**src/hdl/gbu_pkg.sv**
```systemverilog
package gbu_pkg;

  localparam int PIX_W   = 8;
  localparam int COORD_W = 11;
  localparam int CFG_W   = 11;
  localparam int CFG_IDX_W = 2;
  localparam int CFG_RESET = 1024;

  localparam logic [CFG_IDX_W-1:0] REG_IMAGE_WIDTH  = 2'd0;
  localparam logic [CFG_IDX_W-1:0] REG_IMAGE_HEIGHT = 2'd1;

  // floor(s / 3) == (s * 683) >> 11 for s up to 765
  localparam int SUM_W       = 10;
  localparam int PROD_W      = 20;
  localparam int GREY_RECIP  = 683;
  localparam int GREY_SHIFT  = 11;

  localparam int QUEUE_DEPTH = 4;
  localparam int QPTR_W      = 2;

  typedef enum logic [1:0] {
    K_DIAG,
    K_UP,
    K_LEFT,
    K_SELF
  } kind_e;

  typedef struct packed {
    logic [COORD_W-1:0] row2;
    logic [COORD_W-1:0] col2;
    logic               row_nz;
    logic               col_nz;
    logic [PIX_W-1:0]   grey;
    logic [PIX_W-1:0]   left;
    logic [PIX_W-1:0]   above;
    logic [PIX_W-1:0]   upper_left;
  } job_t;

endpackage

```
**src/hdl/gbu_queue.sv**
```systemverilog
module gbu_queue (
  input  logic          clk_i,
  input  logic          rst_ni,
  input  logic          push_i,
  input  gbu_pkg::job_t job_i,
  output logic          full_o,
  input  logic          pop_i,
  output logic          empty_o,
  output gbu_pkg::job_t head_o
);
  import gbu_pkg::*;

  job_t              slots_q [QUEUE_DEPTH];
  logic [QPTR_W-1:0] wr_ptr_q, rd_ptr_q;
  logic [QPTR_W:0]   count_q;

  assign full_o  = count_q == (QPTR_W + 1)'(QUEUE_DEPTH);
  assign empty_o = count_q == '0;
  assign head_o  = slots_q[rd_ptr_q];

  always_ff @(posedge clk_i) begin
    if (push_i) begin
      slots_q[wr_ptr_q] <= job_i;
    end
  end

  always_ff @(posedge clk_i or negedge rst_ni) begin
    if (!rst_ni) begin
      wr_ptr_q <= '0;
      rd_ptr_q <= '0;
      count_q  <= '0;
    end else begin
      if (push_i) begin
        wr_ptr_q <= wr_ptr_q + QPTR_W'(1);
      end
      if (pop_i) begin
        rd_ptr_q <= rd_ptr_q + QPTR_W'(1);
      end
      if (push_i && !pop_i) begin
        count_q <= count_q + (QPTR_W + 1)'(1);
      end else if (pop_i && !push_i) begin
        count_q <= count_q - (QPTR_W + 1)'(1);
      end
    end
  end

endmodule

```
**config.mk**
```make
export PLATFORM = sky130hd
export DESIGN_NAME = gbu_queue
export DESIGN_NICKNAME = d
export VERILOG_FILES = /design/src/hdl/gbu_pkg.sv /design/src/hdl/gbu_queue.sv
export SDC_FILE = /design/constraint.sdc
export NUM_CORES = 1
export LEC_CHECK = 0
export ABC_AREA = 1
export BUFFER_PORTS_ARGS = -buffer_cell sky130_fd_sc_hd__buf_2
export CAP_MARGIN = 25
export CORE_MARGIN = 2
export CORE_UTILIZATION = 40
export DETAILED_ROUTE_END_ITERATION = 8
export HOLD_SLACK_MARGIN = 0.06
export PLACE_DENSITY_LB_ADDON = 0.15
export SYNTH_ARGS = -nofsm -noshare
export SYNTH_HDL_FRONTEND = slang
export SYNTH_SLANG_ARGS = --single-unit
```
**constraint.sdc**
```tcl
create_clock -name clk_i -period 3.1 [get_ports clk_i]
set_input_delay 0.775 -clock clk_i [delete_from_list [all_inputs] [get_ports clk_i]]
set_output_delay 0.775 -clock clk_i [all_outputs]
set_load 0.01 [all_outputs]
```
After elaboration in Yosys (flattened, before gate mapping)
Memories as Yosys holds them, arrays and structs flattened.
Index checks and enable logic that the tools add are counted.
{ "op_classes": {"n_addsub": 4, "multipliers": 0, "div": 0, "n_lt_le_gt_ge": 0, "n_eq_ne": 1, "shift": 0, "mux": 4, "bitwise": 0, "reduce_logical": 6} }
{ "op_table": {"columns": ["cell", "count"], "rows": [
  ["$mux W3", 2],
  ["$add A2 B1 Y2 const B", 2],
  ["$add A3 B1 Y3 const B", 1],
  ["$eq A3 B3 Y1 const B", 1],
  ["$logic_not A3 Y1", 1],
  ["$sub A3 B1 Y3 const B", 1],
  ["$logic_and A1 B1 Y1", 2],
  ["$logic_not A1 Y1", 2],
  ["$mux W1", 2],
  ["$reduce_bool A2 Y1", 1]
]} }
{ "totals": {"register_bits": 7, "latchBits": 0, "mem_bits_rw": 224, "mem_bits_ro": 0, "inputBits": 60, "out_inout_bits": 58, "wordCells": 19, "mem_count": 1} }
{ "memory_table": {"columns": ["name", "words", "width", "read_ports", "rd_ports_with_merged_regs", "wr", "line", "text"], "rows": [
  ["slots_q", 4, 56, 1, 0, 1, "gbu_queue.sv:13", "job_t slots_q [QUEUE_DEPTH];"]
]} }

Longest topological paths before layout
{ "depth": {"depth_word": 4, "ltp_mapped": 9, "ltp_nobuf": 9} }

Worst setup path after synthesis
Ideal clock, no wire load.
{ "synth_path": {"path_type": "in2reg", "start": "input port push_i", "end": "memory slots_q[0][0] in the netlist's numbering, enable pin", "setup_time_ns": 0.410, "arrival_ns": 2.160, "required_time_ns": 2.690, "slack_ns": 0.530, "cell_stages": 3, "path_buffers": 1, "path_cell_list": "clkbuf_1 nand2_1 inv_1"} }
{ "synth_via": {"elab_chain_cells": 2} }
{ "synth_rtl": {"columns": ["element", "line", "text"], "rows": [
  ["from (decl)", "gbu_queue.sv:4", "input logic push_i,"],
  ["$mux W1", "gbu_queue.sv:22", "if (push_i) begin"],
  ["$mux W1 (implied by the code)", "gbu_queue.sv:23", "slots_q[wr_ptr_q] <= job_i;"],
  ["to (decl)", "gbu_queue.sv:13", null]
]} }
No other way between the ends.

==> impl_table.tex <==
\begin{tabular}{lr}
\hline
Metric & Value \\
\hline
\multicolumn{2}{l}{\textbf{STA}} \\
Post-Route Skew & 0.0134 ns \\
Period minus WS final & 2.70 ns \\
Final-report max-slew violation count & 0 \\
Setup-violating endpoint count in the final report & 0 \\
RSZ-0062 raised after global routing & false \\
Peak clock frequency supported by timing & 0.371 GHz \\
Tightest slew margin relative to the limit & 58.1\% \\
Share of the clock period used by the worst path after layout & 87.0\% \\
Total Negative Setup Slacks & 0 ns \\
Actual slew at the worst max-slew pin & 0.629 ns \\
Post-route setup slack & 0.404 ns \\
Number of hold-slack violations in the final timing report & 0 \\
\multicolumn{2}{l}{\textbf{GRT}} \\
Leftover overflow at the end of global routing & 0 \\
Global Route Usage Sum & 15.0\% \\
Largest net degree at the start of global routing & 83 \\
Initial antenna violation count & 3 \\
Vias in the first global route & 5,673 \\
Wire length of the first global-routing pass & 30,200 um \\
\multicolumn{2}{l}{\textbf{Yosys}} \\
Yosys warning total & 0 \\
Area leader, netlist & sky130\_fd\_sc\_hd\_\_edfxtp\_1 \\
Dominant cells by area after synthesis & sky130\_fd\_sc\_hd\_\_edfxtp\_1 (70\%), sky130\_fd\_sc\_hd\_\_o211ai\_2 (7.9\%), sky130\_fd\_sc\_hd\_\_nand2\_1 (7.0\%) \\
Portion of synthesized cell area occupied by the leading cell type & 69.7\% \\
Synth Cell Area & 0.00964 sq mm \\
Synthesized flop and latch total & 231 \\
Syn nets & 767 \\
Register area share after synthesis & 71.6\% \\
Gate count after technology mapping & 701 \\
Netlist cell types & 20 \\
Mean area per synthesized cell & 13.8 sq um \\
\multicolumn{2}{l}{\textbf{Floorplanning}} \\
Number of placement rows & 56 \\
Area of the core & 0.0235 sq mm \\
Die Wd & 159 um \\
Area enclosed by the die boundary & 0.0254 sq mm \\
Die Y & 159 um \\
Initial Utilization & 41.0\% \\
Number of top-level pins & 118 \\
\multicolumn{2}{l}{\textbf{Pwr}} \\
Total power per unit cell area & 983 mW/mm\^{}2 \\
Combinational cell fraction of total power & 34.4\% \\
Largest vdd supply drop & 622 uV \\
Net switching power figure & 0.00381 W \\
Leakage power total & 4.65 nW \\
Switching share of power & 33.8\% \\
Clock group share of total power & 27.6\% \\
Power share of the sequential group & 38.0\% \\
Cell Int Power & 0.00746 W \\
\multicolumn{2}{l}{\textbf{Clock network}} \\
Number of buffers created by CTS & 25 \\
Resize count post-CTS & 0 \\
Deepest level of the CTS H-tree & 1 \\
TritonCTS clock tree & built \\
Clock latency of the later-clocked register in the worst-skew pair & 0.52 ns \\
Setup Fix Bufs, Post-CTS & 0 \\
Maximum buffer depth of the clock tree & 3 \\
Clock sink total & 231 \\
Root Driver & sky130\_fd\_sc\_hd\_\_clkbuf\_16 \\
CTS clock-pin slew for the worst setup and hold paths & 0.06 ns \\
Hold Buf Count CTS & 0 \\
\multicolumn{2}{l}{\textbf{Layout}} \\
Cell area after layout & 0.0115 sq mm \\
Area used by multi-input combinational logic & 0.00197 sq mm \\
Area growth, synth to finish & 18.9\% \\
Fraction of final layout cells sized beyond drive strength 1 & 28.3\% \\
Final Util & 48.7\% \\
Count of filler cells inserted in the layout & 2,078 \\
Count of placed standard cells in the final layout, fillers left out & 1,160 \\
Flip-flop and latch area & 0.00691 sq mm \\
Number of nets in the final layout & 888 \\
\multicolumn{2}{l}{\textbf{Placement}} \\
Count of buffers from port buffering & 117 \\
GPL Wtd Cong & 0.695 \\
Total cell area at the placement stage & 0.0106 sq mm \\
Worst slack, placed & 0.894 ns \\
Detailed placement HPWL & 11,500 um \\
Inst Count DP & 1,114 \\
\multicolumn{2}{l}{\textbf{Critical path}} \\
Last element of the critical path & head\_o[51] \\
Kind of end point of the critical path & primary output \\
Required time of the critical path & 2.32 ns \\
Endpoint of the most critical register-to-register path & slots\_q[0][9]\$\_DFFE\_PP\_ \\
Max Fanout on Critical Path & 40 \\
Instance count on the critical path & 4 \\
Largest delay share family, worst path & buffers and inverters \\
R2R depth & 5 \\
Cell at the slowest stage of the critical path & sky130\_fd\_sc\_hd\_\_buf\_4 \\
Data arrival time of the worst path & 1.92 ns \\
Stage delay of the slowest cell on the critical path & 0.53 ns \\
Worst setup SP type & flip-flop \\
Setup slack on the worst flop-to-flop path & 1.34 ns \\
Reg-to-reg critical path startpoint & wr\_ptr\_q[0]\$\_DFFE\_PN0P\_ \\
Crit path cell chain & buf\_4, o211ai\_1, nand2\_1, buf\_2 \\
Kind of critical path & reg -> out \\
Crit path buf inv count & 2 \\
Crit. Startpoint & rd\_ptr\_q[1]\$\_DFFE\_PN0P\_ \\
\multicolumn{2}{l}{\textbf{Drt}} \\
Wire length reported by the detailed router & 19,100 um \\
Vias per std cell & 4.70 \\
Number of design rule violations left after detail routing & 0 \\
Overall via count from detail\_route & 5,457 \\
DRC marker count from the first detailed-route iteration & 286 \\
Routed len/inst & 16.4 um \\
Detailed Routing Iterations Pass 1 & 4 \\
Antenna violation net count after detailed routing & 0 \\
\multicolumn{2}{l}{\textbf{Run}} \\
Max-Cap Viols & 0 \\
\multicolumn{2}{l}{\textbf{Run status}} \\
Result of the run & finished clean \\
\multicolumn{2}{l}{\textbf{Min path}} \\
Worst hold path type & in -> async \\
\hline
\end{tabular}
per-layer routing:
| metal | GRT usage [%] | up-vias | wire length (um) |
|---|---|---|---|
| met5 | 0 | - | 21 |
| met4 | 4.26 | 4 | 367 |
| met3 | 4.19 | 27 | 1200 |
| met2 | 25.7 | 124 | 9440 |
| met1 | 18.8 | 2622 | 8050 |
| li1 | - | 2680 | - |
synthesized netlist by cell type, drive strengths merged:
master and count:
nand3 1, ha 5, dfrtp 7, nand2 181, inv 124, fa 1, o21ai 1, nand4 1
edfxtp 224, nor3 2, xnor2 1, clkbuf 2, xor2 3, buf 36, o211ai 112
cell families after synthesis:
group	Yosys count	synth area share, %
flip-flops	231	71.6
AND/OR/NAND/NOR	185	7.27
buffers and inverters	162	8.02
AO/OA/AOI/OAI	113	11.9
adder cells (fa/ha/maj)	6	0.856
XOR/XNOR	4	0.363
power groups by stage:
stage          Sequential (W)  Clock (W)  Combinational (W)
2_1_floorplan         0.00431          0            0.00272
3_5_place_dp          0.00436          0            0.00398
4_1_cts               0.00429    0.00319            0.00399
6_report              0.00429    0.00311            0.00388
3_3_place_gp          0.00432          0            0.00389
5_1_grt               0.00434    0.00334            0.00432
cell type report:
type | instances | area share, %
inverters | 124 | 4.07
clock inverters | 15 | 2.02
clock buffers | 30 | 5.62
repair buffers | 132 | 7.40
well taps | 319 | 3.48
flip-flops and latches | 231 | 60.2
multi-input cells | 308 | 17.2
diodes | 1 | 0.0218
layout by cell type (no fill, tap or decap), types with 3 or more instances in the layout:
master / instances
sky130_fd_sc_hd__buf_12: 12
sky130_fd_sc_hd__buf_2: 117
sky130_fd_sc_hd__buf_4: 3
sky130_fd_sc_hd__bufinv_16: 6
sky130_fd_sc_hd__clkbuf_1: 5
sky130_fd_sc_hd__clkbuf_16: 25
sky130_fd_sc_hd__clkinv_2: 5
sky130_fd_sc_hd__dfrtp_1: 5
sky130_fd_sc_hd__edfxtp_1: 224
sky130_fd_sc_hd__ha_1: 5
sky130_fd_sc_hd__inv_1: 119
sky130_fd_sc_hd__inv_2: 4
sky130_fd_sc_hd__nand2_1: 181
sky130_fd_sc_hd__o211ai_1: 51
sky130_fd_sc_hd__o211ai_2: 61
sky130_fd_sc_hd__xor2_1: 3
worst min-delay path by stage:
stage,start,end,cells past startpoint,slack [ns]
after floorplan,count_q[2]$_DFFE_PN0P_,count_q[2]$_DFFE_PN0P_,2,0.46
after global placement,count_q[2]$_DFFE_PN0P_,count_q[2]$_DFFE_PN0P_,2,0.48
after detailed placement,count_q[2]$_DFFE_PN0P_,count_q[2]$_DFFE_PN0P_,2,0.51
after CTS,rst_ni,rd_ptr_q[0]$_DFFE_PN0P_,1,0.09
after global routing,rst_ni,rd_ptr_q[0]$_DFFE_PN0P_,1,0.09
final,rst_ni,wr_ptr_q[0]$_DFFE_PN0P_,1,0.11
state kept, by name (all words and copies together) (netlist names):
| name | cells |
|---|---|
| slots_q | 224 |
| rd_ptr_q | 2 |
| count_q | 3 |
| wr_ptr_q | 2 |
through the flow:
step | total power, W | hold WS [ns]
after floorplan | 0.00704 | 0.463
after global placement | 0.00821 | 0.483
after detailed placement | 0.00833 | 0.515
after CTS | 0.0115 | 0.0910
after global routing | 0.0120 | 0.0873
final | 0.0113 | 0.109
Power figures use the tool's default switching activity.
