`src/hdl/gbu_pkg.sv`:
```
package gbu_pkg;

  localparam int PIX_W   = 8;
  localparam int COORD_W = 11;
  localparam int CFG_W   = 11;
  localparam int CFG_IDX_W = 2;
  localparam int CFG_RESET = 1024;

  localparam logic [CFG_IDX_W-1:0] REG_IMAGE_WIDTH  = 2'd0;
  localparam logic [CFG_IDX_W-1:0] REG_IMAGE_HEIGHT = 2'd1;

  // floor(s / 3) == (s * 683) >> 11 for s up to 765
  localparam int SUM_W       = 10;
  localparam int PROD_W      = 20;
  localparam int GREY_RECIP  = 683;
  localparam int GREY_SHIFT  = 11;

  localparam int QUEUE_DEPTH = 4;
  localparam int QPTR_W      = 2;

  typedef enum logic [1:0] {
    K_DIAG,
    K_UP,
    K_LEFT,
    K_SELF
  } kind_e;

  typedef struct packed {
    logic [COORD_W-1:0] row2;
    logic [COORD_W-1:0] col2;
    logic               row_nz;
    logic               col_nz;
    logic [PIX_W-1:0]   grey;
    logic [PIX_W-1:0]   left;
    logic [PIX_W-1:0]   above;
    logic [PIX_W-1:0]   upper_left;
  } job_t;

endpackage

```
`src/hdl/gbu_back.sv`:
```
module gbu_back (
  input  logic                          clk_i,
  input  logic                          rst_ni,
  input  logic                          empty_i,
  input  gbu_pkg::job_t                 head_i,
  output logic                          pop_o,
  output logic                          out_valid_o,
  input  logic                          out_ready_i,
  output logic [gbu_pkg::COORD_W-1:0]   out_row_o,
  output logic [gbu_pkg::COORD_W-1:0]   out_col_o,
  output logic [gbu_pkg::PIX_W-1:0]     grey_value_o,
  output logic                          last_of_run_o
);
  import gbu_pkg::*;

  kind_e step_q, step_d, cur;
  logic  load;
  logic  has_diag, has_up, has_left;
  logic [PIX_W:0] upper_sum, lower_sum, vert_sum, mid_sum;
  logic [PIX_W-1:0] upper_mid, lower_mid;
  logic [COORD_W-1:0] row_v, col_v;
  logic [PIX_W-1:0]   grey_v;

  logic               out_valid_q;
  logic [COORD_W-1:0] out_row_q, out_col_q;
  logic [PIX_W-1:0]   grey_q;
  logic               last_q;

  assign has_up   = head_i.row_nz;
  assign has_left = head_i.col_nz;
  assign has_diag = has_up && has_left;

  always_comb begin
    unique case (step_q)
      K_DIAG: cur = has_diag ? K_DIAG : (has_up ? K_UP : (has_left ? K_LEFT : K_SELF));
      K_UP:   cur = has_up ? K_UP : (has_left ? K_LEFT : K_SELF);
      K_LEFT: cur = has_left ? K_LEFT : K_SELF;
      K_SELF: cur = K_SELF;
      default: cur = K_SELF;
    endcase
  end

  assign upper_sum = (PIX_W + 1)'(head_i.upper_left) + (PIX_W + 1)'(head_i.above);
  assign lower_sum = (PIX_W + 1)'(head_i.left) + (PIX_W + 1)'(head_i.grey);
  assign vert_sum  = (PIX_W + 1)'(head_i.above) + (PIX_W + 1)'(head_i.grey);
  assign upper_mid = upper_sum[PIX_W:1];
  assign lower_mid = lower_sum[PIX_W:1];
  assign mid_sum   = (PIX_W + 1)'(upper_mid) + (PIX_W + 1)'(lower_mid);

  always_comb begin
    row_v  = head_i.row2;
    col_v  = head_i.col2;
    grey_v = head_i.grey;
    step_d = K_DIAG;
    unique case (cur)
      K_DIAG: begin
        row_v  = head_i.row2 - COORD_W'(1);
        col_v  = head_i.col2 - COORD_W'(1);
        grey_v = mid_sum[PIX_W:1];
        step_d = K_UP;
      end
      K_UP: begin
        row_v  = head_i.row2 - COORD_W'(1);
        grey_v = vert_sum[PIX_W:1];
        step_d = K_LEFT;
      end
      K_LEFT: begin
        col_v  = head_i.col2 - COORD_W'(1);
        grey_v = lower_mid;
        step_d = K_SELF;
      end
      K_SELF: begin
        step_d = K_DIAG;
      end
      default: begin
        step_d = K_DIAG;
      end
    endcase
  end

  assign load  = !empty_i && (!out_valid_q || out_ready_i);
  assign pop_o = load && (cur == K_SELF);

  always_ff @(posedge clk_i or negedge rst_ni) begin
    if (!rst_ni) begin
      step_q      <= K_DIAG;
      out_valid_q <= 1'b0;
    end else begin
      if (load) begin
        step_q      <= step_d;
        out_valid_q <= 1'b1;
      end else if (out_ready_i) begin
        out_valid_q <= 1'b0;
      end
    end
  end

  always_ff @(posedge clk_i) begin
    if (load) begin
      out_row_q <= row_v;
      out_col_q <= col_v;
      grey_q    <= grey_v;
      last_q    <= cur == K_SELF;
    end
  end

  assign out_valid_o   = out_valid_q;
  assign out_row_o     = out_row_q;
  assign out_col_o     = out_col_q;
  assign grey_value_o  = grey_q;
  assign last_of_run_o = last_q;

endmodule

```
`config.mk`:
```
export PLATFORM = sky130hd
export DESIGN_NAME = gbu_back
export DESIGN_NICKNAME = d
export VERILOG_FILES = /design/src/hdl/gbu_pkg.sv /design/src/hdl/gbu_back.sv
export SDC_FILE = /design/constraint.sdc
export NUM_CORES = 1
export LEC_CHECK = 0
export ABC_AREA = 1
export BUFFER_PORTS_ARGS = -buffer_cell sky130_fd_sc_hd__buf_2
export CAP_MARGIN = 20
export CORE_MARGIN = 2
export CORE_UTILIZATION = 31
export CTS_CLUSTER_DIAMETER = 200
export CTS_CLUSTER_SIZE = 20
export DETAILED_ROUTE_END_ITERATION = 12
export GPL_TIMING_DRIVEN = 0
export PLACE_DENSITY = 0.59
export SETUP_SLACK_MARGIN = 0.3
export SLEW_MARGIN = 20
export SYNTH_ARGS = -nofsm -noshare
export SYNTH_HDL_FRONTEND = slang
export SYNTH_SLANG_ARGS = --single-unit
```
`constraint.sdc`:
```
create_clock -name clk_i -period 3.3 [get_ports clk_i]
set_input_delay 0.66 -clock clk_i [delete_from_list [all_inputs] [get_ports clk_i]]
set_output_delay 0.66 -clock clk_i [all_outputs]
set_load 0.1 [all_outputs]
```
# Yosys cells after proc, flatten, opt, wreduce, memory -nomap -nowiden
# Index checks and enable logic that the tools add are counted.
# totals
output_inout_bits,33
elab_cells,39
reg_bits,34
input_bits,60
# op_classes
n_mux,10
n_reduce_logical,11
add_sub_neg,6
n_eq_ne,6
# op_table
op,n
adder 8 x 8 -> 9 bit,4
case mux 8 bit (3 select lines),1
two-way mux 11 bit,2
subtractor 11 x 1 -> 11 bit (second input constant),2
case mux 2 bit (4 select lines),2
== test 2 bit (second input constant),4
== test 2 x 1 -> 1 bit (second input constant),2
zero test 2 bit,2
two-way mux 2 bit,2
OR reduction 2 bit,2
logical AND 1 bit,3
two-way mux 1 bit,3
zero test 1 bit,2
nonzero test 2 bit,1
logical OR 1 bit,1

# Longest topological paths before layout
# depth
ltp_word,7
mapped_depth,20
mapped_depth_nobuf,20

# Least setup slack after synthesis
# Ideal clock, no wire load.
# synth_timing
kind,flip-flop to output port
from,register out_valid_q (netlist: out_valid_o)
to,output pop_o
n_path_buf,0
path_slack_ns,-1.456
arrival_time_ns,4.096
stages_incl_launch_ff,4
t_required_ns,2.640
path_cell_list,dfrtp_1 a21oi_1 inv_1 nor2_1
# synth_between
elab_chain_len,4
# synth_lines
element,line,rtl
"start, declared",gbu_back.sv:24,logic out_valid_q;
"start signal, assigned",gbu_back.sv:87,out_valid_q <= 1'b0;
"start signal, assigned",gbu_back.sv:91,out_valid_q <= 1'b1;
"start signal, assigned",gbu_back.sv:93,out_valid_q <= 1'b0;
zero test 1 bit,gbu_back.sv:81,assign load = !empty_i && (!out_valid_q || out_ready_i);
logical OR 1 bit,gbu_back.sv:81,
logical AND 1 bit,gbu_back.sv:81,
via load,gbu_back.sv:17,logic load;
logical AND 1 bit,gbu_back.sv:82,assign pop_o = load && (cur == K_SELF);
"end, declared",gbu_back.sv:6,"output logic pop_o,"
# The timed path passes the listed nets, and every way through them passes these cells.

# Final worst setup path
# layout_timing
from,input head_i[0] in the netlist's numbering
to,register grey_q[6] (netlist: grey_value_o[6]) (data pin)
# layout_between
elab_chain_len,3
# layout_lines
element,line,rtl
"start, declared",gbu_back.sv:5,"input gbu_pkg::job_t head_i,"
adder 8 x 8 -> 9 bit,gbu_back.sv:43,assign upper_sum = (PIX_W + 1)'(head_i.upper_left) + (PIX_W + 1)'(head_i.above);
adder 8 x 8 -> 9 bit,gbu_back.sv:48,assign mid_sum = (PIX_W + 1)'(upper_mid) + (PIX_W + 1)'(lower_mid);
case mux 8 bit (3 select lines),gbu_back.sv:55,unique case (cur)
via grey_v[6],gbu_back.sv:22,logic [PIX_W-1:0] grey_v;
"end signal, assigned",gbu_back.sv:102,grey_q <= grey_v;
"end, declared",gbu_back.sv:26,logic [PIX_W-1:0] grey_q;
# The timed path passes the listed nets, and every way through them passes these cells.
# A chain may end at the register's enable or synchronous reset.

==> summary.md <==
| Metric | Value |
|---|---|
| Commonest non-fill, non-tap cell in the layout | nand2_1 |
| Antenna violations before repair | 0 |
| IO Pins | 93 |
| Die Y | roughly 110 um |
| Area contributors post-synth | edfxtp_1 29%, nand2_1 14%, ha_1 13% |
| Syn Inst Count | 425 |
| Clock Path Buffers | 2 |
| First-pass GRT wire length | 12.4 mm |
| Synth Register Bits | 34 |
| Sequential power share | between 20 and 30% |
| CTS tree | done |
| Sink Count | 34 |
| Register area | 0.00101 mm^2 |
| Drt first pass iters | 4 |
| DP Wirelength | between 6 and 7 mm |
| Vias in the first global route | approximately 2800 |
| Pin count of the biggest net entering global routing | 35 |
| Fillers | ~1000 |
| Post-synthesis net count | around 520 |
| Min-Delay Path Class | in2async |
| Setup Skew | between 0.008 and 0.009 ns |
| Period Utilization, post-route | 86.6% |
| Sw frac | a little over two fifths |
| Combinational power share | between 50 and 60% |
| Vias per std cell | roughly 4.6 |
| Synthesized area per cell | around 7.5 um^2 |
| Crit end category | flip-flop |
| Yosys warns | 0 |
| Reg-to-reg startpoint | step_q[1]$_DFFE_PN0P_ |
| Max-Cap Viols | 0 |
| Via Count | between 3000 and 4000 |
| Worst R2R End | out_row_o[10]$_DFFE_PP_ |
| CTS H-tree depth | 2 |
| Worst hold margin | around 0.16 ns |
| Grt ovf | 0 |
| Worst Path Class, Setup | in2reg |
| R2r setup slk | approximately 1.1 ns |
| Total global routing track utilization | 13.6% |
| FF-to-FF path depth | 11 |
| Yosys top cell by area | edfxtp_1 |
| Max Freq | roughly 0.35 GHz |
| Final Hold Violating Endpoints | 0 |
| Footprint of the multi-input gates | just over 0.002 mm^2 |
| CTS Buf Count | 5 |
| N_diodes | 0 |
| Switching power | ~860 uW |
| Row cnt | 36 |
| Peak VDD IR | between 0.0002 and 0.00025 V |
| Number of buffers added on ports | around 90 |
| Routability cong. | 0.797 |
| Syn-to-layout area delta | 30.3% |
| Status | finished clean |
| CTS root buf | clkbuf_8 |
| Die X | between 100 and 150 um |
| Commonest cells after routing, fill and taps aside | 114 x nand2_1, 92 x buf_2, 61 x inv_1 |
| Post-route cell area | 0.00415 mm^2 |
| Final min period | 2.86 ns |
| Post-synth top area share | 29.2% |
| Worst Path Max Fanout | 5 |
| Placed Instance Area | around 0.0038 mm^2 |
| P per Cell Area | about 480 mW/mm^2 |
| # setup viols final | 0 |
| Post-synthesis sequential area ratio | between 30% and 40% |
| Worst-Skew Late Latency | ~0.28 ns |
| Core Region | between 0.009 and 0.01 mm^2 |
| Initial drt markers | 88 |
| Mapped cell area | 0.00318 mm^2 |
| Req. time, crit path | 3.34 ns |
| Layout cells sized above 1 | a little over a quarter |
| Total die area | 0.0111 mm^2 |
| Antenna viol nets, final | 0 |
| Clk slew on worst S/H paths | 0.08 ns |
| Slew Viols, Final | 0 |
| Actual slew at the worst max-slew pin | between 0.5 and 0.6 ns |
| RSZ-0062 raised after global routing | true |
| Leakage | 2.11 nW |
| Post-DR wirelength/cell | approximately 12 um |
| Internal power | 1.14 mW |
| # hold bufs at CTS | 0 |
| Synth cell types | 33 |
| Worst rel slew slack | about two thirds |
| Worst setup SP type | input port |
| DRT Wirelength | between 7 and 8 mm |
| Worst path arrival time | 2.90 ns |
| Drt drc | 0 |
| Clock power frac | 22.7% |
| Nets | around 630 |
| Initial core utilization | around 32% |
==> flip-flops by register name, summed over array words and instances, names as in the netlist <==
register	cells
out_row_o	11
grey_value_o	8
step_q	2
out_valid_o	1
out_col_o	11
last_of_run_o	1
==> worst max-delay path by stage <==
| stage | from | to | slack, ns | cells past startpoint |
|---|---|---|---|---|
| 4_1_cts | out_ready_i | pop_o | 0.29 | 6 |
| 3_5_place_dp | head_i[8] | grey_value_o[7]$_DFFE_PP_ | -0.15 | 18 |
| 5_1_grt | head_i[0] | grey_value_o[6]$_DFFE_PP_ | 0.26 | 21 |
| 2_1_floorplan | head_i[0] | grey_value_o[7]$_DFFE_PP_ | 0.31 | 17 |
| 3_3_place_gp | head_i[8] | grey_value_o[7]$_DFFE_PP_ | -0.07 | 18 |
| 6_report | head_i[0] | grey_value_o[6]$_DFFE_PP_ | 0.44 | 20 |
==> routing by layer <==
| layer | vias up | GRT usage (%) | share of wire (%) | wire length, um |
|---|---|---|---|---|
| met3 | 6 | 2.29 | 5.5 | 425 |
| met5 | - | 0 | 0 | 0 |
| li1 | 1590 | - | - | - |
| met2 | 93 | 23.4 | 47 | 3630 |
| met4 | 0 | 3.52 | 0.95 | 74 |
| met1 | 1339 | 17.6 | 47 | 3630 |
==> power by group through the flow <==
stage | clock [mW] | combinational, mW | sequential [mW]
floorplan | 0 | 0.462 | 0.808
global placement | 0 | 0.902 | 0.550
detailed placement | 0 | 0.916 | 0.551
CTS | 0.470 | 0.933 | 0.542
global route | 0.484 | 1.11 | 0.546
finish | 0.455 | 1.01 | 0.540
==> cells by family (layout without fill, tap and decap cells) <==
kind of cell,after synthesis,in the layout,share of synthesized area [%]
compound gates,45,45,7.51
xor+xnor,25,25,6.88
fa+ha+maj,38,38,15.9
buf+inv,70,176,8.33
flops,34,34,31.6
simple gates,213,213,29.8
==> cell usage after synthesis <==
| cell type | n |
|---|---|
| or2_0 | 1 |
| nand2_1 | 120 |
| xor2_1 | 17 |
| nand4_1 | 6 |
| a32oi_1 | 1 |
| o21a_1 | 1 |
| and2_1 | 4 |
| fa_1 | 4 |
| nand2_4 | 1 |
| nor3_2 | 2 |
| edfxtp_1 | 31 |
| clkbuf_1 | 1 |
| or2_2 | 5 |
| nor4_1 | 1 |
| nand2_2 | 1 |
| a221oi_1 | 1 |
| o21ai_0 | 19 |
| nor3_1 | 2 |
| ha_1 | 34 |
| nand3_1 | 28 |
| o211ai_1 | 1 |
| inv_1 | 63 |
| nor2_1 | 34 |
| buf_2 | 2 |
| xnor2_1 | 8 |
| clkinv_1 | 1 |
| a21oi_1 | 21 |
| nand4_4 | 1 |
| a31oi_1 | 1 |
| dfrtp_1 | 3 |
| nand3b_1 | 6 |
| inv_2 | 3 |
| nor2_4 | 1 |
==> repair_timing <==
item	CTS	global route
pin swaps	0	18
setup endpoints to repair	3	6
resized for setup	5	26
buffers inserted	0	5
==> layout make-up <==
class,instances,area share [%]
multi-input cells,321,49.0
flip-flops and latches,34,24.2
repair buffers,98,13.0
inverters,67,6.12
well taps,133,4.01
clock buffers,5,1.66
clock inverters,3,1.66
plain buffers,3,0.332
==> metrics by stage <==
stage               setup TNS (ns)  total power [mW]  setup WS, ns  std cells  utilization, %
global placement            -0.119              1.45       -0.0660        650            38.8
detailed placement          -0.206              1.47        -0.148        650            38.8
floorplan                        0              1.27         0.314        425               -
CTS                              0              1.94         0.287        658            40.4
finish                           0              2.01         0.441        664            42.1
global route                     0              2.14         0.263        664            42.1
==> worst max-delay path, cell delays in order <==
cell and delay (ns):
buf_2 0.10, nand2_2 0.07, inv_2 0.04, fa_2 0.39
nand3_2 0.07, nand3_2 0.09, nand2_1 0.08, nand2_1 0.06
a21oi_2 0.14, xor2_1 0.14, inv_1 0.09, ha_4 0.26
nand2_4 0.08, inv_1 0.05, a21oi_2 0.16, nand3_1 0.10
nand3_1 0.09, nand3_1 0.08, nand2_1 0.07, nand2_1 0.05
Power figures use the tool's default switching activity.
